## src/rtl/lzwc_pkg.sv

```systemverilog
package lzwc_pkg;

    localparam int DICT_ENTRIES = 4096;
    localparam int CODE_W       = 12;
    localparam int SYM_W        = 8;
    localparam int WID_W        = 4;
    localparam int EPOCH_W      = 8;
    // hash table has twice the dictionary size to keep probe chains short
    localparam int HASH_W       = $clog2(DICT_ENTRIES) + 1;
    localparam int FIFO_DEPTH   = 4;
    localparam int FIFO_AW      = $clog2(FIFO_DEPTH);

    localparam logic [CODE_W-1:0] CLEAR_CODE = 12'd256;
    localparam logic [CODE_W-1:0] END_CODE   = 12'd257;
    localparam logic [CODE_W-1:0] FIRST_FREE = 12'd258;
    localparam logic [CODE_W-1:0] CLEAR_AT   = CODE_W'(DICT_ENTRIES - 2);
    localparam logic [WID_W-1:0]  MIN_WIDTH  = 4'd9;

    typedef struct packed {
        logic             first;
        logic             last;
        logic [SYM_W-1:0] sym;
    } t_item;

    typedef struct packed {
        logic [CODE_W-1:0] code;
        logic [WID_W-1:0]  width;
        logic              fin;   // end of item marker, no code
        logic              last;  // end of stream (with fin)
    } t_cmd;

    typedef struct packed {
        logic [EPOCH_W-1:0] tag;
        logic [CODE_W-1:0]  prefix;
        logic [SYM_W-1:0]   sym;
        logic [CODE_W-1:0]  code;
    } t_slot;

    function automatic logic [WID_W-1:0] width_for(input logic [CODE_W-1:0] n);
        logic [WID_W-1:0] w;
        w = 4'd9;
        if (n >= 12'd512)  w = 4'd10;
        if (n >= 12'd1024) w = 4'd11;
        if (n >= 12'd2048) w = 4'd12;
        return w;
    endfunction

    function automatic logic [HASH_W-1:0] hash_of(input logic [CODE_W-1:0] cur,
                                                  input logic [SYM_W-1:0] sym);
        return (HASH_W'(sym) << (HASH_W - SYM_W)) ^ HASH_W'(cur);
    endfunction

endpackage

```

## src/rtl/lzwc_front.sv

```systemverilog
module lzwc_front (
    input  logic                  i_clk,
    input  logic                  i_rst_n,
    input  logic                  i_valid,
    output logic                  o_ready,
    input  logic [7:0]            i_sym,
    input  logic                  i_last,
    output logic                  o_head_valid,
    output lzwc_pkg::t_item       o_head,
    input  logic                  i_pop
);
    import lzwc_pkg::*;

    t_item                r_q [FIFO_DEPTH];
    logic [FIFO_AW-1:0]   r_wp, r_rp;
    logic [FIFO_AW:0]     r_cnt;
    logic                 r_first;   // next beat opens a stream

    logic w_push, w_pop;

    assign o_ready      = (r_cnt < (FIFO_AW+1)'(FIFO_DEPTH));
    assign o_head_valid = (r_cnt != '0);
    assign o_head       = r_q[r_rp];
    assign w_push       = i_valid && o_ready;
    assign w_pop        = i_pop && o_head_valid;

    always_ff @(posedge i_clk) begin
        if (!i_rst_n) begin
            r_wp    <= '0;
            r_rp    <= '0;
            r_cnt   <= '0;
            r_first <= 1'b1;
        end else begin
            if (w_push) begin
                r_q[r_wp] <= '{first: r_first, last: i_last, sym: i_sym};
                r_wp      <= r_wp + 1'b1;
                r_first   <= i_last;
            end
            if (w_pop) r_rp <= r_rp + 1'b1;
            r_cnt <= r_cnt + (FIFO_AW+1)'(w_push) - (FIFO_AW+1)'(w_pop);
        end
    end

endmodule

```

## config.mk

```make
export PLATFORM = sky130hd
export DESIGN_NAME = lzwc_front
export DESIGN_NICKNAME = d
export VERILOG_FILES = /design/src/rtl/lzwc_pkg.sv /design/src/rtl/lzwc_front.sv
export SDC_FILE = /design/constraint.sdc
export NUM_CORES = 1
export LEC_CHECK = 0
export BUFFER_PORTS_ARGS = -buffer_cell sky130_fd_sc_hd__buf_2
export CAP_MARGIN = 20
export CORE_AREA = 4 4 65 67
export DETAILED_ROUTE_END_ITERATION = 8
export DIE_AREA = 0 0 69 71
export PLACE_DENSITY = 0.8
export SYNTH_ARGS = -nofsm -noshare
export SYNTH_HDL_FRONTEND = slang
export SYNTH_SLANG_ARGS = --single-unit
```

## constraint.sdc

```tcl
create_clock -name i_clk -period 2.49 [get_ports i_clk]
set_clock_uncertainty 0.1 [all_clocks]
set_input_delay 0.249 -clock i_clk [delete_from_list [all_inputs] [get_ports i_clk]]
set_output_delay 0.249 -clock i_clk [all_outputs]
set_load 0.1 [all_outputs]
```

* After elaboration in Yosys (flattened, before gate mapping)
Memory sizes are Yosys's and may differ from the RTL's. A register that Yosys moved wholly into a read port is not among the register bits. Index checks and enable logic that the tools add are counted.
Storage, ports and cells: bits in registers 8, word-level logic and storage cells 18, RAM bits 40, output and inout bits 12, memories 1
Memories:
- r_q | depth 4, width 10, rd ports 1, clocked after Yosys merged registers in 1, write ports 1, line lzwc_front.sv:14 | t_item r_q [FIFO_DEPTH];
Operators by class: $add $sub $neg 4, reduce and logical (&&, ||, !) cells 3, multiplexer cells 5, magnitude comparators 1
Operators by type and width (count):
- adder 2 x 1 -> 2 bit, second input constant | 2
- two-way mux 2 bit | 2
- adder 3 x 1 -> 3 bit | 1
- < comparator 3 bit, second input constant | 1
- two-way mux 1 bit | 3
- nonzero test 3 bit | 1
- subtractor 3 x 1 -> 3 bit | 1
- logical AND 1 bit | 2

* Logic depth before layout (Yosys ltp)
depth in word-level cells 5, depth in mapped cells 10

* Worst setup path before layout
OpenSTA, ideal clock, no wires.
kind reg-to-reg, from register r_cnt[2], to register r_cnt[2], setup time 0.115 ns, clock period less this slack 2.131 ns, stages on the path, launching flop included 9, data arrival time 1.916 ns, path slack 0.359 ns, data required time 2.275 ns, path through dfxtp_1 o31a_1 ha_1 inv_1 ha_1 fa_1 xnor2_1 xnor2_1 and2_1
RTL lines:
- start: declaration | line lzwc_front.sv:16 | logic [FIFO_AW:0] r_cnt;
- start signal: assignment | line lzwc_front.sv:40 | r_cnt <= r_cnt + (FIFO_AW+1)'(w_push) - (FIFO_AW+1)'(w_pop);
- nonzero test 3 bit | line lzwc_front.sv:22 | assign o_head_valid = (r_cnt != '0);
- logical AND 1 bit | line lzwc_front.sv:25 | assign w_pop = i_pop && o_head_valid;
- via w_pop | line lzwc_front.sv:19 | logic w_push, w_pop;
- subtractor 3 x 1 -> 3 bit | line lzwc_front.sv:40
The timed path passes the listed nets, and every way through them passes these cells. A chain may end at the register's enable or synchronous reset.

==> impl_metrics.env <==
export IMPL_maxCapViolations=0
export IMPL_startpoint_type="flip-flop"
export IMPL_synth_top_family_by_area="multiplexers"
export IMPL_finalSetupViolCount=0
export IMPL_tightestPinTransition_ps=544.5
export IMPL_via_per_inst=5.161
export IMPL_synthAdderAreaFrac=0.04813
export IMPL_vias=929
export IMPL_yosysWarnings=0
export IMPL_io_buffer_count=24
export IMPL_clk_path_buf_depth=2
export IMPL_worstSetupPathType="flip-flop to output pin"
export IMPL_antenna_found_initial=0
export IMPL_place_ws_ps=277.1
export IMPL_final_core_util=0.6133
export IMPL_finalPower_mw=2.504
export IMPL_wl_met2_mm=1.445
export IMPL_hold_viol=0
export IMPL_synth_compound_gate_area_share=0.01267
export IMPL_p_per_area_nw_per_um2=1124
export IMPL_num_rows=22
export IMPL_synth_cell_types=20
export IMPL_syn_inst=102
export IMPL_clkSlewWorstSetupHoldPaths_ps=80
export IMPL_synth_top_area_cell="edfxtp_1"
export IMPL_netlist_area_leader_share=0.6080
export IMPL_cp_arrival_ps=1930
export IMPL_wirelength_mm=2.898
export IMPL_cts_buffers=5
export IMPL_grtUsageTotal=0.1313
export IMPL_drc=0
export IMPL_rr_startpoint="r_cnt[2]"
export IMPL_synth_seq_cells=50
export IMPL_core_region_area_um2=3633
export IMPL_setup_tns_ps=0
export IMPL_yosys_top_cells_count="edfxtp_1 (40), dfxtp_1 (10), inv_1 (7)"
export IMPL_yosys_area_share_simple=0.04623
export IMPL_die_x_um=69
export IMPL_crit_path_max_fanout=6
export IMPL_grt_pass1_vias=983
export IMPL_dpl_hpwl_mm=2.061
export IMPL_ys_async_sr_fraction=0
export IMPL_maxSlewViolCount=0
export IMPL_place_gp_congestion=0.6220
export IMPL_post_synth_top_count_cell="edfxtp_1"
export IMPL_cp_end_kind="output pin"
export IMPL_holdBufCountCts=0
export IMPL_routed_top_layer="met4"
export IMPL_fin_area_um2=2228
export IMPL_clock_sinks=50
export IMPL_status="finished, final reports clean"
export IMPL_start_util=0.5437
export IMPL_avgSynthCellArea_um2=19.37
export IMPL_fillCellCount=273
export IMPL_finalCritPeriodShare=0.9156
export IMPL_p_leak_nw=0.8117
export IMPL_place_area_um2=2146
export IMPL_relSlewSlack=0.6370
export IMPL_met3_wirelength_um=209
export IMPL_hold_start="i_sym[7]"
export IMPL_synth_area_leaders="edfxtp_1 (61%), dfxtp_1 (10%), mux4_1 (8.0%)"
export IMPL_area_delta_synth_final_pct=12.79
export IMPL_cts_resized_gates=0
export IMPL_fmax_mhz=438.6
export IMPL_dieHeight_um=71
export IMPL_insertion_delay_ps=290
export IMPL_synthMuxAreaShare=0.1355
export IMPL_drtAntennaViolNets=0
export IMPL_grt_pass1_wl_mm=4.795
export IMPL_syn_area_um2=1976
export IMPL_min_path_type="input port to flip-flop"
export IMPL_syn_nets=122
export IMPL_drtIter0Drc=82
export IMPL_holdWs_ps=59.29
export IMPL_grt_max_degree=16
export IMPL_synth_xor_area_frac=0.02217
export IMPL_fin_nets=151
export IMPL_gr_total_overflow=0
export IMPL_drt_met1_wl_mm=1.197
export IMPL_cts_setup_buffers=0
export IMPL_drive_above_1_share=0.2879
export IMPL_place_inst=172
export IMPL_post_route_min_period_ps=2280
export IMPL_die_area_um2=4899
export IMPL_pin_count=25
export IMPL_ys_seq_area_frac=0.7093
export IMPL_fin_ws_ps=210.0
export IMPL_stdcell_count=180
export IMPL_cts_tree="built"
export IMPL_post_drt_wl_per_cell_um=16.10
export IMPL_rsz0062_at_grt="no"
export IMPL_r2r_slack_ps=280
export IMPL_ir_drop_mv=0.5408
export IMPL_worstPathRequired_ps=2140
export IMPL_synth_edff_count=40
export IMPL_root_buffer="clkbuf_8"
export IMPL_htreeDepth=2
export IMPL_synth_flop_cell="edfxtp_1"
export IMPL_n_antenna_cell=0
export IMPL_firstDrtPassIters=4
==> kinds of logic (layout without fill, tap and decap cells) <==
family,count (synthesis),after routing
flops,50,50
simple gates,15,15
mux,12,12
buf+inv,11,41
fa+ha+maj,7,7
xor+xnor,5,5
compound gates,2,2
==> layer usage <==
metal,GRT usage,up-vias
met5,0,-
met4,0.05206,0
met3,0.06108,6
met2,0.2140,31
met1,0.1511,446
li1,-,446
==> layout by cell type (no fill, tap or decap) <==
| cell type | n |
|---|---|
| or3_1 | 1 |
| clkinv_2 | 2 |
| ha_1 | 6 |
| and2_1 | 5 |
| nor2b_1 | 4 |
| inv_1 | 7 |
| dfxtp_1 | 10 |
| buf_4 | 2 |
| clkbuf_8 | 5 |
| o31a_1 | 1 |
| mux2i_1 | 2 |
| mux4_1 | 6 |
| mux4_2 | 4 |
| clkbuf_1 | 1 |
| buf_2 | 24 |
| xnor2_1 | 5 |
| and3_1 | 4 |
| edfxtp_1 | 40 |
| fa_1 | 1 |
| o311ai_2 | 1 |
| nand2_1 | 1 |
==> final cells by class <==
class                   count  area, um2  share of cell area
clock buffers               6      72.57             0.03257
repair buffers             26      135.1             0.06064
flip-flops and latches     50       1401              0.6289
well taps                  48      60.06             0.02695
inverters                   7      26.28             0.01179
multi-input cells          41      523.0              0.2347
clock inverters             2      10.01            0.004492
==> worst paths after layout <==
kind	end	depth (start not counted)
hold / removal	r_q[2][7]	1
hold reg to reg	r_q[1][9]	0
setup reg to reg	r_cnt[2]	8
setup / recovery	o_head[3]	3
==> state kept, by name, summed over array words and instances (netlist names), named ones only <==
register / count
r_q: 40
r_cnt: 3
r_rp: 2
r_wp: 2
r_first: 1
==> power breakdown <==
group          switching [mW]  internal (mW)  total, mW
sequential             0.0743          0.985       1.06
combinational           0.751          0.262       1.01
clock                   0.237          0.195      0.431
total                    1.06           1.44       2.50
==> critical path, stage by stage (launching register included) <==
cell and delay (ps):
dfxtp_1 530, buf_4 240, mux4_1 560, buf_2 310
Power figures use the tool's default switching activity.
