`src/rtl/lzwc_pkg.sv`:
```
package lzwc_pkg;

    localparam int DICT_ENTRIES = 4096;
    localparam int CODE_W       = 12;
    localparam int SYM_W        = 8;
    localparam int WID_W        = 4;
    localparam int EPOCH_W      = 8;
    // hash table has twice the dictionary size to keep probe chains short
    localparam int HASH_W       = $clog2(DICT_ENTRIES) + 1;
    localparam int FIFO_DEPTH   = 4;
    localparam int FIFO_AW      = $clog2(FIFO_DEPTH);

    localparam logic [CODE_W-1:0] CLEAR_CODE = 12'd256;
    localparam logic [CODE_W-1:0] END_CODE   = 12'd257;
    localparam logic [CODE_W-1:0] FIRST_FREE = 12'd258;
    localparam logic [CODE_W-1:0] CLEAR_AT   = CODE_W'(DICT_ENTRIES - 2);
    localparam logic [WID_W-1:0]  MIN_WIDTH  = 4'd9;

    typedef struct packed {
        logic             first;
        logic             last;
        logic [SYM_W-1:0] sym;
    } t_item;

    typedef struct packed {
        logic [CODE_W-1:0] code;
        logic [WID_W-1:0]  width;
        logic              fin;   // end of item marker, no code
        logic              last;  // end of stream (with fin)
    } t_cmd;

    typedef struct packed {
        logic [EPOCH_W-1:0] tag;
        logic [CODE_W-1:0]  prefix;
        logic [SYM_W-1:0]   sym;
        logic [CODE_W-1:0]  code;
    } t_slot;

    function automatic logic [WID_W-1:0] width_for(input logic [CODE_W-1:0] n);
        logic [WID_W-1:0] w;
        w = 4'd9;
        if (n >= 12'd512)  w = 4'd10;
        if (n >= 12'd1024) w = 4'd11;
        if (n >= 12'd2048) w = 4'd12;
        return w;
    endfunction

    function automatic logic [HASH_W-1:0] hash_of(input logic [CODE_W-1:0] cur,
                                                  input logic [SYM_W-1:0] sym);
        return (HASH_W'(sym) << (HASH_W - SYM_W)) ^ HASH_W'(cur);
    endfunction

endpackage

```
`src/rtl/lzwc_packer.sv`:
```
module lzwc_packer (
    input  logic              i_clk,
    input  logic              i_rst_n,
    input  logic              i_cmd_valid,
    input  lzwc_pkg::t_cmd    i_cmd,
    output logic              o_cmd_ready,
    output logic              o_valid,
    input  logic              i_ready,
    output logic [7:0]        o_byte,
    output logic              o_run_end,
    output logic              o_stream_end
);
    import lzwc_pkg::*;

    typedef enum logic [1:0] {P_IDLE, P_SHIFT, P_REL} t_state;

    t_state        r_state;
    logic [18:0]   r_acc;
    logic [4:0]    r_n;
    logic [6:0]    r_pend;
    logic [2:0]    r_cnt;
    logic [7:0]    r_hold;
    logic          r_hold_v;
    logic          r_fin, r_last;
    logic          r_out_v, r_out_re, r_out_se;
    logic [7:0]    r_out_byte;

    logic          w_move;
    logic [7:0]    w_byte;
    logic [18:0]   w_code;

    assign w_move       = !r_out_v || i_ready;
    assign w_byte       = 8'(r_acc >> (r_n - 5'd8));
    assign w_code       = 19'(i_cmd.code) & ((19'd1 << i_cmd.width) - 19'd1);
    assign o_cmd_ready  = (r_state == P_IDLE);
    assign o_valid      = r_out_v;
    assign o_byte       = r_out_byte;
    assign o_run_end    = r_out_re;
    assign o_stream_end = r_out_se;

    always_ff @(posedge i_clk) begin
        if (!i_rst_n) begin
            r_state  <= P_IDLE;
            r_pend   <= '0;
            r_cnt    <= '0;
            r_hold_v <= 1'b0;
            r_out_v  <= 1'b0;
            r_fin    <= 1'b0;
            r_last   <= 1'b0;
        end else begin
            if (r_out_v && i_ready) r_out_v <= 1'b0;
            case (r_state)
                P_IDLE: begin
                    if (i_cmd_valid) begin
                        if (!i_cmd.fin) begin
                            r_acc   <= (19'(r_pend) << i_cmd.width) | w_code;
                            r_n     <= 5'(r_cnt) + 5'(i_cmd.width);
                            r_fin   <= 1'b0;
                            r_state <= P_SHIFT;
                        end else begin
                            r_last <= i_cmd.last;
                            if (i_cmd.last && r_cnt != '0) begin
                                // zero fill to the byte boundary
                                r_acc   <= 19'(r_pend) << (4'd8 - {1'b0, r_cnt});
                                r_n     <= 5'd8;
                                r_fin   <= 1'b1;
                                r_state <= P_SHIFT;
                            end else begin
                                r_state <= P_REL;
                            end
                        end
                    end
                end
                P_SHIFT: begin
                    if (r_n >= 5'd8) begin
                        if (w_move) begin
                            if (r_hold_v) begin
                                r_out_v    <= 1'b1;
                                r_out_byte <= r_hold;
                                r_out_re   <= 1'b0;
                                r_out_se   <= 1'b0;
                            end
                            r_hold   <= w_byte;
                            r_hold_v <= 1'b1;
                            r_n      <= r_n - 5'd8;
                        end
                    end else begin
                        r_pend  <= 7'(r_acc) & ((7'd1 << r_n[2:0]) - 7'd1);
                        r_cnt   <= r_n[2:0];
                        r_state <= r_fin ? P_REL : P_IDLE;
                    end
                end
                P_REL: begin
                    // held byte is the item's final beat
                    if (w_move) begin
                        if (r_hold_v) begin
                            r_out_v    <= 1'b1;
                            r_out_byte <= r_hold;
                            r_out_re   <= 1'b1;
                            r_out_se   <= r_last;
                            r_hold_v   <= 1'b0;
                        end
                        r_state <= P_IDLE;
                    end
                end
                default: r_state <= P_IDLE;
            endcase
        end
    end

endmodule
```
`config.mk`:
```
export PLATFORM = sky130hd
export DESIGN_NAME = lzwc_packer
export DESIGN_NICKNAME = d
export VERILOG_FILES = /design/src/rtl/lzwc_pkg.sv /design/src/rtl/lzwc_packer.sv
export SDC_FILE = /design/constraint.sdc
export NUM_CORES = 1
export LEC_CHECK = 0
export BUFFER_PORTS_ARGS = -buffer_cell sky130_fd_sc_hd__buf_2
export CORE_UTILIZATION = 40
export DETAILED_ROUTE_END_ITERATION = 6
export GPL_ROUTABILITY_DRIVEN = 0
export GPL_TIMING_DRIVEN = 1
export PLACE_DENSITY = 0.54
export SLEW_MARGIN = 20
export SYNTH_ARGS = -nofsm -noshare
export SYNTH_HDL_FRONTEND = slang
export SYNTH_SLANG_ARGS = --single-unit
export TNS_END_PERCENT = 50
```
`constraint.sdc`:
```
create_clock -name i_clk -period 5 [get_ports i_clk]
set_input_delay 0.5 -clock i_clk [delete_from_list [all_inputs] [get_ports i_clk]]
set_output_delay 0.5 -clock i_clk [all_outputs]
set_load 0.05 [all_outputs]
```
# Word-level counts from Yosys, hierarchy flattened
# Cells that the tools add are included.
[word_totals]
register_bits = 58
[op_classes]
add_sub_neg = 5
magnitude_cmp = 1
eq_ne = 11
n_shift = 5
mux = 39
bitwise = 4
reduce_logical = 18
[ops]
columns = ["cell", "n"]
rows = [
  ["$mux 19", 2],
  ["$shl 7x4->19", 2],
  ["$mux 5", 5],
  ["$mux 8", 3],
  ["$and 12x19->19", 1],
  ["$or 19x19->19", 1],
  ["$shl 1x4->19 const A", 1],
  ["$shr 19x5->8", 1],
  ["$sub 19x1->19 const B", 1],
  ["$mux 1", 16],
  ["$pmux 8 s2", 1],
  ["$ne 2x2->1 const B", 7],
  ["$mux 2", 6],
  ["$reduce_and 3->1", 4],
  ["$reduce_and 4->1", 3],
  ["$pmux 5 s2", 1],
  ["$pmux 1 s2", 4],
  ["$and 7x7->7", 1],
  ["$reduce_and 7->1", 1],
  ["$shl 1x3->7 const A", 1],
  ["$sub 7x1->7 const B", 1],
  ["$pmux 2 s3", 1],
  ["$reduce_and 6->1", 1],
  ["$add 3x4->5", 1],
  ["other kinds (15)", 17],
]

# Longest topological paths before layout
# Gate-level depths: netlist (run 1).
[depth]
depth_word = 6
ltp_mapped = 11
ltp_nobuf = 9

# Worst setup path after synthesis (run 1)
# Ideal clock, no wire load.
[synth_timing]
path_kind = "reg2reg"
startpoint = "register r_cnt[0]"
endpoint = "register r_acc[0], enable pin"
setup_ps = 427
t_arrival_ps = 2751
required_time_ps = 4573
setup_slack_ps = 1822
stages_incl_launch_ff = 7
n_path_buf = 1
period_less_slack_ps = 3178
cell_sequence = "dfxtp_1 -> clkbuf_1 -> inv_1 -> ha_1 -> ha_1 -> nand2b_1 -> a211oi_1"
[synth_via]
elab_chain_len = 4
[synth_rtl]
columns = ["element", "line_no", "source"]
rows = [
  ["start: declaration", "lzwc_packer.sv:21", "logic [2:0] r_cnt;"],
  ["start signal: assignment", "lzwc_packer.sv:89", "r_cnt <= r_n[2:0];"],
  ["$reduce_bool 3->1", "lzwc_packer.sv:62", "if (i_cmd.last && r_cnt != '0) begin"],
  ["$logic_and 1x1->1", "lzwc_packer.sv:62", ""],
  ["$ne 2x1->1 (no source line)", "n/a", ""],
  ["$reduce_and 4->1 (no source line)", "n/a", ""],
  ["end signal: assignment", "lzwc_packer.sv:56", "r_acc <= (19'(r_pend) << i_cmd.width) | w_code;"],
  ["end signal: assignment", "lzwc_packer.sv:64", "r_acc <= 19'(r_pend) << (4'd8 - {1'b0, r_cnt});"],
  ["end: declaration", "lzwc_packer.sv:18", "logic [18:0] r_acc;"],
]
# No other way between the ends.
# A chain may end at the register's enable or synchronous reset.

# Worst setup path in the final report (run 1)
[layout_timing]
startpoint = "register r_cnt[0]"
endpoint = "register r_acc[15], data pin"
[layout_via]
elab_chain_len = 4
[layout_rtl]
columns = ["element", "line_no", "source"]
rows = [
  ["$sub 4x3->4", "lzwc_packer.sv:64", ""],
  ["$shl 7x4->19", "lzwc_packer.sv:64", ""],
  ["$mux 19", "lzwc_packer.sv:62", ""],
  ["$mux 19", "lzwc_packer.sv:55", "if (!i_cmd.fin) begin"],
]
# No other way between the ends. The select of a mux whose other input is x is not followed.

==> reports/metrics.cfg, run 1 <==
[detailed_routing]
drt_iter0_markers = 206
wire_per_inst_microns = 17.81
via_per_inst = 5.874
drcViolationCount = 0
dr.pass1.iters = 4
vias = 3636
antenna_left = 0
routed_wl_microns = 11020

[floorplanning]
rows = 37
die_width_microns = 104.5
start_util = 0.4089
io_pins = 34
dieArea_sq_mm = 0.01092
die_h_microns = 104.5
coreArea_sq_mm = 0.01028

[cells_and_area]
fin_nets = 512
drive_gt1_frac = 0.1553
num_antenna_cells = 0
stdcell_count = 619
num-fill-cells = 1022
area_delta_synth_final_pct = 9.527

[synth]
synth_nets = 503
syn-cell-area_sq_mm = 0.004203
avgSynthCellArea_sq_um = 8.961
synth_largest_area_cell = edfxtp_1
ys_seq_area_frac = 0.3763
synth_top_area_frac = 0.3001
synth_common_cells = nand2_1 (52), edfxtp_1 (42), o21ai_0 (37)
async_flop_share = 0
yosys.cell_types.count = 56
ys_warn_count = 0
synthTopCellsByArea = edfxtp_1 (30%), dfxtp_1 (7.6%), mux2i_1 (7.4%)
synth-main-ff-cell = edfxtp_1
ys_ff_latch = 58
syn_inst = 469
yosysMostFrequentCell = nand2_1
synth-edff-count = 42

[timing]
setup_ws_ps = 2170
rsz0062_at_grt = false
tns_ps = 0
drv_slew = 0
max_slew_margin = 0.5142
final-setup-viol-count = 0
skew_ps = 8.714
max_freq_mhz = 353.3
fin_crit_ps = 2830
tightestPinTransition_ps = 723.2
fin_crit_sh = 0.5660
final-hold-violation-count = 0

[run]
maxCapViolCount = 0

[clocking]
cts_tree = yes
path_clk_slew_ps = 70
ctsHoldBuffers = 0
cts-root-buf = clkbuf_8
clkLatencyLatePin_ps = 340
cts_made_buffers = 9
htree_levels = 3
clock_sinks = 58
cts_buffer_depth = 2
cts_resized = 0
post-cts-setup-buffers = 0

[power_and_ir_drop]
switching_share = 0.2969
p_sw_uw = 357.2
p_int_uw = 846.0
power_frac_seq = 0.461
peakVddDrop_mv = 0.1520
p_clk_frac = 0.355
power.leakage_nw = 1.610
pwr-share-comb = 0.184
powerDensity_mw_per_mm2 = 261.4

[setup_path]
critPathRequiredTime_ps = 5070
crit_fanout = 16
cpPeakStageDelay_ps = 660
startpoint = r_cnt[0]$_SDFFE_PN0P_
cp_top_family = multiplexers
r2r-end = r_acc[15]$_DFFE_PP_
critPathCaptureType = flop
cp_num_buf_inv = 1
path_common_cell = mux2_2
path_class = flop to flop
crit_slowest_cell = dfxtp_1
cp.depth = 6
rr_startpoint = r_cnt[0]$_SDFFE_PN0P_
crit_chain = inv_1 -> ha_1 -> mux2_2 -> o21ai_0 -> mux2_2 -> o22ai_1
reg2reg_depth = 6
critPathLaunchType = flop
crit_arrival_ps = 2900
r2r_slack_ps = 2170

[placed_design]
portBuffers = 33
pre_cts_ws_ps = 1895
place_inst = 603
hpwl_microns = 8109

[status]
outcome = complete, no violations

[global_routing]
grt_pass1_wl_microns = 17750
grt_use_total = 0.2090
grt_pass1_vias = 3328
grt-ovfl-total = 0
antenna_found_initial = 0
grt_max_degree = 37

[hold_path]
min_delay_path_depth = 0
hold_end = o_byte[5]$_DFFE_PP_
hold_class = flop to flop
hold_start = r_hold[5]$_SDFFCE_PN0P_

stage by stage:
stage,hold WS (ps),utilization,power (mW),cell area (sq um)
after floorplan,400.3,-,0.7291,4203
after global placement,403.3,0.4285,0.7839,4404
after detailed placement,404.5,0.4285,0.7852,4404
after CTS,425.1,0.4474,1.213,4598
after global routing,428.5,0.4479,1.261,4603
final,421.1,0.4479,1.203,4603
worst max-delay path by stage:
stage                               end  slack, ps
CTS                 o_byte[0]$_DFFE_PP_       1880
detailed placement  o_byte[1]$_DFFE_PP_       1900
floorplan            r_acc[0]$_DFFE_PP_       1820
global route        o_byte[7]$_DFFE_PP_       1950
global placement    o_byte[1]$_DFFE_PP_       1950
finish              r_acc[15]$_DFFE_PP_       2170
worst reg2reg max path, cell delays in order, from the launching register on:
cell and delay (ps):
dfxtp_1 660, inv_1 190, ha_1 550, mux2_2 390
o21ai_0 390, mux2_2 280, o22ai_1 100
cell families (layout without fill, tap and decap cells):
| logic type | Yosys count | count (layout) | synth area share |
|---|---|---|---|
| muxes | 50 | 50 | 0.1444 |
| DFF | 58 | 58 | 0.3763 |
| adders and majority gates | 12 | 12 | 0.03751 |
| buffers and inverters | 55 | 69 | 0.05358 |
| xor gates and xnor gates | 4 | 4 | 0.008335 |
| and+or+nand+nor | 154 | 154 | 0.1774 |
| AOI/OAI and AO/OA | 136 | 136 | 0.2024 |
metal layers:
| layer | share of wire | up-vias | GRT usage |
|---|---|---|---|
| met5 | 0 | - | 0 |
| met4 | 0.021 | 0 | 0.06531 |
| met3 | 0.042 | 20 | 0.04261 |
| met2 | 0.45 | 102 | 0.3217 |
| met1 | 0.48 | 1751 | 0.2928 |
| li1 | - | 1763 | - |
sequential cells by signal (all words and copies together) (netlist names):
name and count:
r_hold 8, r_n 5, r_cnt 3, o_run_end 1
r_fin 1, r_state 2, o_stream_end 1, o_valid 1
r_pend 7, r_hold_v 1, r_last 1, r_acc 19
o_byte 8
area by class of cell:
| cell class | instances | area [sq um] | share of cell area |
|---|---|---|---|
| Clock buffer | 9 | 123.9 | 0.02691 |
| Multi-Input combinational cell | 356 | 2406 | 0.5227 |
| Tap cell | 136 | 170.2 | 0.03697 |
| Sequential cell | 58 | 1582 | 0.3436 |
| Clock inverter | 7 | 70.07 | 0.01522 |
| Timing Repair Buffer | 36 | 187.7 | 0.04077 |
| Inverter | 17 | 63.81 | 0.01386 |
power by group through the flow:
| stage | Combinational, mW | Sequential [mW] | Clock [mW] |
|---|---|---|---|
| after floorplan | 0.160 | 0.569 | 0 |
| after global placement | 0.219 | 0.565 | 0 |
| after detailed placement | 0.220 | 0.565 | 0 |
| after CTS | 0.221 | 0.554 | 0.438 |
| after global routing | 0.246 | 0.557 | 0.459 |
| final | 0.222 | 0.555 | 0.427 |
cells in the final DEF (no fill, tap or decap), types with 11 or more instances in the layout:
cell      netlist  final
nand3_1        14     14
mux2_2         12     12
buf_2           3     33
nor2_1         32     32
dfxtp_1        16     16
o21ai_0        37     37
inv_1          14     14
a21oi_1        35     35
mux2i_1        31     31
ha_1           11     11
edfxtp_1       42     42
nand2_1        52     52
Power figures use the tool's default switching activity.
==> run 2: changes to the inputs <==
--- a/config.mk
+++ b/config.mk
@@ -5,12 +5,13 @@
 export SDC_FILE = /design/constraint.sdc
 export NUM_CORES = 1
 export LEC_CHECK = 0
+export ABC_AREA = 1
 export BUFFER_PORTS_ARGS = -buffer_cell sky130_fd_sc_hd__buf_2
 export CORE_UTILIZATION = 40
 export DETAILED_ROUTE_END_ITERATION = 6
 export GPL_ROUTABILITY_DRIVEN = 0
 export GPL_TIMING_DRIVEN = 1
-export PLACE_DENSITY = 0.54
+export PLACE_DENSITY = 0.56
 export SLEW_MARGIN = 20
 export SYNTH_ARGS = -nofsm -noshare
 export SYNTH_HDL_FRONTEND = slang
==> constraint.sdc (replaced) <==
create_clock -name i_clk -period 2.4 [get_ports i_clk]
set_input_delay 0.24 -clock i_clk [delete_from_list [all_inputs] [get_ports i_clk]]
set_output_delay 0.24 -clock i_clk [all_outputs]
set_load 0.05 [all_outputs]
==> run 2 against run 1 <==
Compared with the run above: count of clock-buffer cells in the layout unchanged; sequential share of layout area shrank 1.2 points; sequential power increased by 110%; sequential cell count stayed put; setup slack worse by 1800 ps; critical path type unchanged; highest routed layer unchanged.
==> reports/metrics.cfg, run 2 <==
[power_and_ir_drop]
power.leakage_nw = 2.119
powerDensity_mw_per_mm2 = 547.3
peakVddDrop_mv = 0.3261
total_power_mw = 2.608

[clocking]
path_clk_slew_ps = 70
clock_sinks = 58
cts-root-buf = clkbuf_8
clkLatencyLatePin_ps = 330
htree_levels = 3
ctsHoldBuffers = 0
cts_buffer_depth = 2
cts_made_buffers = 9
cts_resized = 0
post-cts-setup-buffers = 0
cts_tree = yes

[global_routing]
grt-ovfl-total = 0
grt_use_met3 = 0.03463
met2_usage = 0.3562
grt_pass1_wl_microns = 20010
antenna_found_initial = 0
grt_max_degree = 22
grt_busiest_layer = met2
grt_use_total = 0.2316
grt_pass1_vias = 3965
use_met1 = 0.3318

[synth]
syn_inst = 628
synth-edff-count = 42
synthTopCellsByArea = edfxtp_1 (29%), nand2_1 (18%), nand3_1 (15%)
async_flop_share = 0
synth-main-ff-cell = edfxtp_1
ys_warn_count = 0
syn-cell-area_sq_mm = 0.004280
synth_common_cells = nand2_1 (207), nand3_1 (129), inv_1 (44)
ys_ff_latch = 58
synth_largest_area_cell = edfxtp_1
synth_top_area_frac = 0.2947
synth_nets = 662
avgSynthCellArea_sq_um = 6.816
yosys.cell_types.count = 40
ys_seq_area_frac = 0.3695
yosysMostFrequentCell = nand2_1

[timing]
rsz0062_at_grt = false
skew_ps = 9.743
drv_slew = 0
max_slew_margin = 0.7016
tightestPinTransition_ps = 447.1
fin_crit_ps = 2041
final-setup-viol-count = 0
fin_crit_sh = 0.8504
tns_ps = 0
setup_ws_ps = 358.9
max_freq_mhz = 489.9
final-hold-violation-count = 0

[detailed_routing]
dr.pass1.iters = 5
routed_wl_microns = 12520
vias = 4376
antenna_left = 0
wire_per_inst_microns = 15.65
drt_iter0_markers = 414
via_per_inst = 5.470
drcViolationCount = 0

[cells_and_area]
final_cell_mix = nand2_1 (207), nand3_1 (129), inv_1 (44)
drive_gt1_frac = 0.1280
largest_reg_flops = 19
top_register = r_acc
area_delta_synth_final_pct = 11.34
fin_area_sq_mm = 0.004766
final_common_cell = nand2_1
fin_nets = 693
num_antenna_cells = 0

[setup_path]
r2r_slack_ps = 360
critPathRequiredTime_ps = 2480
crit_fanout = 11
crit_arrival_ps = 2120
critPathCaptureType = flop
r2r-end = r_acc[11]$_DFFE_PP_
reg2reg_depth = 7
path_class = flop to flop
critPathLaunchType = flop
rr_startpoint = r_cnt[1]$_SDFFE_PN0P_

[floorplanning]
io_pins = 34
die_h_microns = 105.4
rows = 37
die_width_microns = 105.4
dieArea_sq_mm = 0.01112
start_util = 0.4128
coreArea_sq_mm = 0.01037

[hold_path]
hold_class = primary input to flop
min_delay_path_depth = 3
hold_start = i_cmd[0]
hold_end = r_last$_SDFFE_PN0P_

[placed_design]
pre_cts_ws_ps = 417.7
placed_cell_area_sq_mm = 0.004558
portBuffers = 33
hpwl_microns = 9765

[status]
outcome = complete, no violations

[run]
maxCapViolCount = 0

run 2: per-stage QoR:
stage | instances | hold slack, ps | utilization
5_1_grt | 800 | 217.8 | 0.4596
6_report | 800 | 235.3 | 0.4596
2_1_floorplan | 628 | 400.3 | -
4_1_cts | 800 | 226.6 | 0.4596
3_3_place_gp | 784 | 403.0 | 0.4396
3_5_place_dp | 784 | 404.5 | 0.4396
run 2: layer usage:
layer	share of wire	vias to the layer above	wire, microns
met3	0.052	22	655
met2	0.44	157	5465
met1	0.49	2014	6125
li1	-	2183	-
met4	0.022	0	274
met5	0	-	0
run 2: cell type report:
type	instances	area [sq um]
Fill cell	1107	5604
Multi-Input combinational cell	486	2323
Sequential cell	58	1582
Timing Repair Buffer	46	262.8
Inverter	58	220.2
Tap cell	136	170.2
Clock buffer	9	123.9
Clock inverter	7	83.83
run 2: cells by family after synthesis:
logic type               share of synthesized area
AO/OA/AOI/OAI                               0.1006
flip-flops                                  0.3695
adder cells (fa/ha/maj)                    0.03683
buffers and inverters                      0.08828
AND/OR/NAND/NOR                             0.4028
XOR/XNOR                                  0.002047
run 2: report_power, final:
part	switching, mW	internal (mW)	total [mW]
combinational	0.354	0.152	0.506
clock	0.381	0.572	0.952
sequential	0.0275	1.12	1.15
run 2: how the worst max path moves through the flow:
stage | start | to | slack, ps | depth (start not counted)
2_1_floorplan | r_n[3]$_DFFE_PP_ | o_byte[0]$_DFFE_PP_ | 40 | 6
3_3_place_gp | r_cnt[1]$_SDFFE_PN0P_ | r_acc[15]$_DFFE_PP_ | 430 | 7
3_5_place_dp | r_cnt[1]$_SDFFE_PN0P_ | r_acc[11]$_DFFE_PP_ | 420 | 7
4_1_cts | r_cnt[1]$_SDFFE_PN0P_ | r_acc[11]$_DFFE_PP_ | 400 | 7
5_1_grt | r_cnt[1]$_SDFFE_PN0P_ | r_acc[11]$_DFFE_PP_ | 200 | 7
6_report | r_cnt[1]$_SDFFE_PN0P_ | r_acc[11]$_DFFE_PP_ | 360 | 7
run 2: critical path, cell delays in order, from the launching register on:
cell and delay [ps]:
dfxtp_1 420, inv_1 70, ha_1 430, inv_1 210
o21ai_0 340, nor2_1 110, nor2_1 120, nand2_1 80
==> run 3: changes to the inputs <==
--- a/config.mk
+++ b/config.mk
@@ -7,11 +7,11 @@
 export LEC_CHECK = 0
 export ABC_AREA = 1
 export BUFFER_PORTS_ARGS = -buffer_cell sky130_fd_sc_hd__buf_2
-export CORE_UTILIZATION = 40
+export CORE_UTILIZATION = 45
 export DETAILED_ROUTE_END_ITERATION = 6
 export GPL_ROUTABILITY_DRIVEN = 0
 export GPL_TIMING_DRIVEN = 1
-export PLACE_DENSITY = 0.56
+export PLACE_DENSITY = 0.62
 export SLEW_MARGIN = 20
 export SYNTH_ARGS = -nofsm -noshare
 export SYNTH_HDL_FRONTEND = slang
==> run 3 against run 2 <==
Compared with the run above: maximum frequency is 4.2% lower; sequential share of layout area is 0.11 points lower; design area is 0.34% higher; sequential cell count did not move; global-route usage grew 3.0 points; worst hold slack worse by 35 ps; non-clock buffer count did not move; highest routed layer unchanged.
==> reports/metrics.cfg, run 3 (synthesized netlist as in run 2, its figures left out) <==
[status]
outcome = complete, no violations

[timing]
fin_crit_ps = 2131
final-setup-viol-count = 0
skew_ps = 9.087
tightestPinTransition_ps = 451.1
tns_ps = 0
fin_crit_sh = 0.8877
max_freq_mhz = 469.4
rsz0062_at_grt = false
drv_slew = 0
final-hold-violation-count = 0
max_slew_margin = 0.6992

[detailed_routing]
dr.pass1.iters = 5
via_per_inst = 5.535
wire_per_inst_microns = 15.31
routed_wl_microns = 12140
drcViolationCount = 0
antenna_left = 0
drt_iter0_markers = 336
vias = 4389

[global_routing]
grt_use_total = 0.2616
antenna_found_initial = 0
grt_pass1_wl_microns = 20010
grt-ovfl-total = 0
grt_max_degree = 22
grt_pass1_vias = 4014

[cells_and_area]
area_delta_synth_final_pct = 11.72
fin_nets = 693
largest_reg_flops = 19
num_antenna_cells = 0
top_register = r_acc
utilization = 0.5175
final_common_cell = nand2_1
drive_gt1_frac = 0.1310
final_cell_mix = nand2_1 (207), nand3_1 (129), inv_1 (44)

[clocking]
cts_tree = yes
cts-root-buf = clkbuf_8
clkLatencyLatePin_ps = 340
clock_sinks = 58
ctsHoldBuffers = 0
path_clk_slew_ps = 70
cts_buffer_depth = 2
cts_made_buffers = 9
post-cts-setup-buffers = 0
htree_levels = 3

[floorplanning]
coreArea_sq_mm = 0.009240
die_h_microns = 99.53
io_pins = 34
dieArea_sq_mm = 0.009906
rows = 35
die_width_microns = 99.53
start_util = 0.4632

[setup_path]
critPathRequiredTime_ps = 2480
reg2reg_depth = 8
r2r_slack_ps = 270
r2r-end = r_acc[10]$_DFFE_PP_
critPathLaunchType = flop
path_class = flop to flop
crit_arrival_ps = 2210
rr_startpoint = r_cnt[1]$_SDFFE_PN0P_
crit_fanout = 10
critPathCaptureType = flop

[hold_path]
hold_start = i_cmd[0]
min_delay_path_depth = 3
hold_class = primary input to flop
hold_end = r_last$_SDFFE_PN0P_

[power_and_ir_drop]
total_power_mw = 2.730
powerDensity_mw_per_mm2 = 570.9
peakVddDrop_mv = 0.3222
power.leakage_nw = 2.137

[run]
maxCapViolCount = 0

[placed_design]
portBuffers = 33
hpwl_microns = 9537

## run 3: metrics by stage
step	cells	area [sq um]	setup WS, ps	hold slack, ps
floorplan	628	4283	38.43	400.3
global placement	777	4549	280.3	400.6
detailed placement	777	4549	305.6	404.5
CTS	793	4782	271.8	195.5
global route	793	4782	62.76	224.6
finish	793	4782	269.5	200.2
## run 3: area by class of cell
type	count	area [sq um]
Clock inverter	6	105.1
Multi-Input combinational cell	486	2323
Clock buffer	10	127.6
Tap cell	129	161.4
Fill cell	935	4458
Inverter	58	220.2
Timing Repair Buffer	46	262.8
Sequential cell	58	1582
## run 3: critical path: stages, from the launching register on
cell	delay, ps
dfxtp_1	440
inv_1	70
ha_1	180
ha_1	430
clkinv_1	300
o211ai_1	220
nor2_1	60
nor2_1	90
nand3_1	80
## run 3: layer usage
| layer | global-route usage | up-vias | share of wire |
|---|---|---|---|
| met3 | 0.05762 | 22 | 0.082 |
| met4 | 0.09050 | 0 | 0.018 |
| met2 | 0.4006 | 197 | 0.44 |
| met5 | 0 | - | 0 |
| li1 | - | 2181 | - |
| met1 | 0.3644 | 1989 | 0.46 |
## run 3: how the worst max path moves through the flow
stage                                     end  depth (start not counted)  slack, ps                  start
after floorplan           o_byte[0]$_DFFE_PP_                          6         40       r_n[3]$_DFFE_PP_
final                     r_acc[10]$_DFFE_PP_                          8        270  r_cnt[1]$_SDFFE_PN0P_
after CTS                 r_acc[10]$_DFFE_PP_                          8        270  r_cnt[1]$_SDFFE_PN0P_
after detailed placement  r_acc[10]$_DFFE_PP_                          8        310  r_cnt[1]$_SDFFE_PN0P_
after global placement     r_acc[7]$_DFFE_PP_                          7        280  r_cnt[1]$_SDFFE_PN0P_
after global routing      r_acc[12]$_DFFE_PP_                          9         60  r_cnt[1]$_SDFFE_PN0P_
## run 3: report_power, final
part | switching, mW | internal, mW
sequential | 0.0279 | 1.12
combinational | 0.350 | 0.152
clock | 0.393 | 0.684
## run 3: repair_timing
item / in CTS / in global routing
endpoints found under the setup margin: 0 / 1
gates resized for setup: 0 / 1
endpoints found under the hold margin: 0 / 0
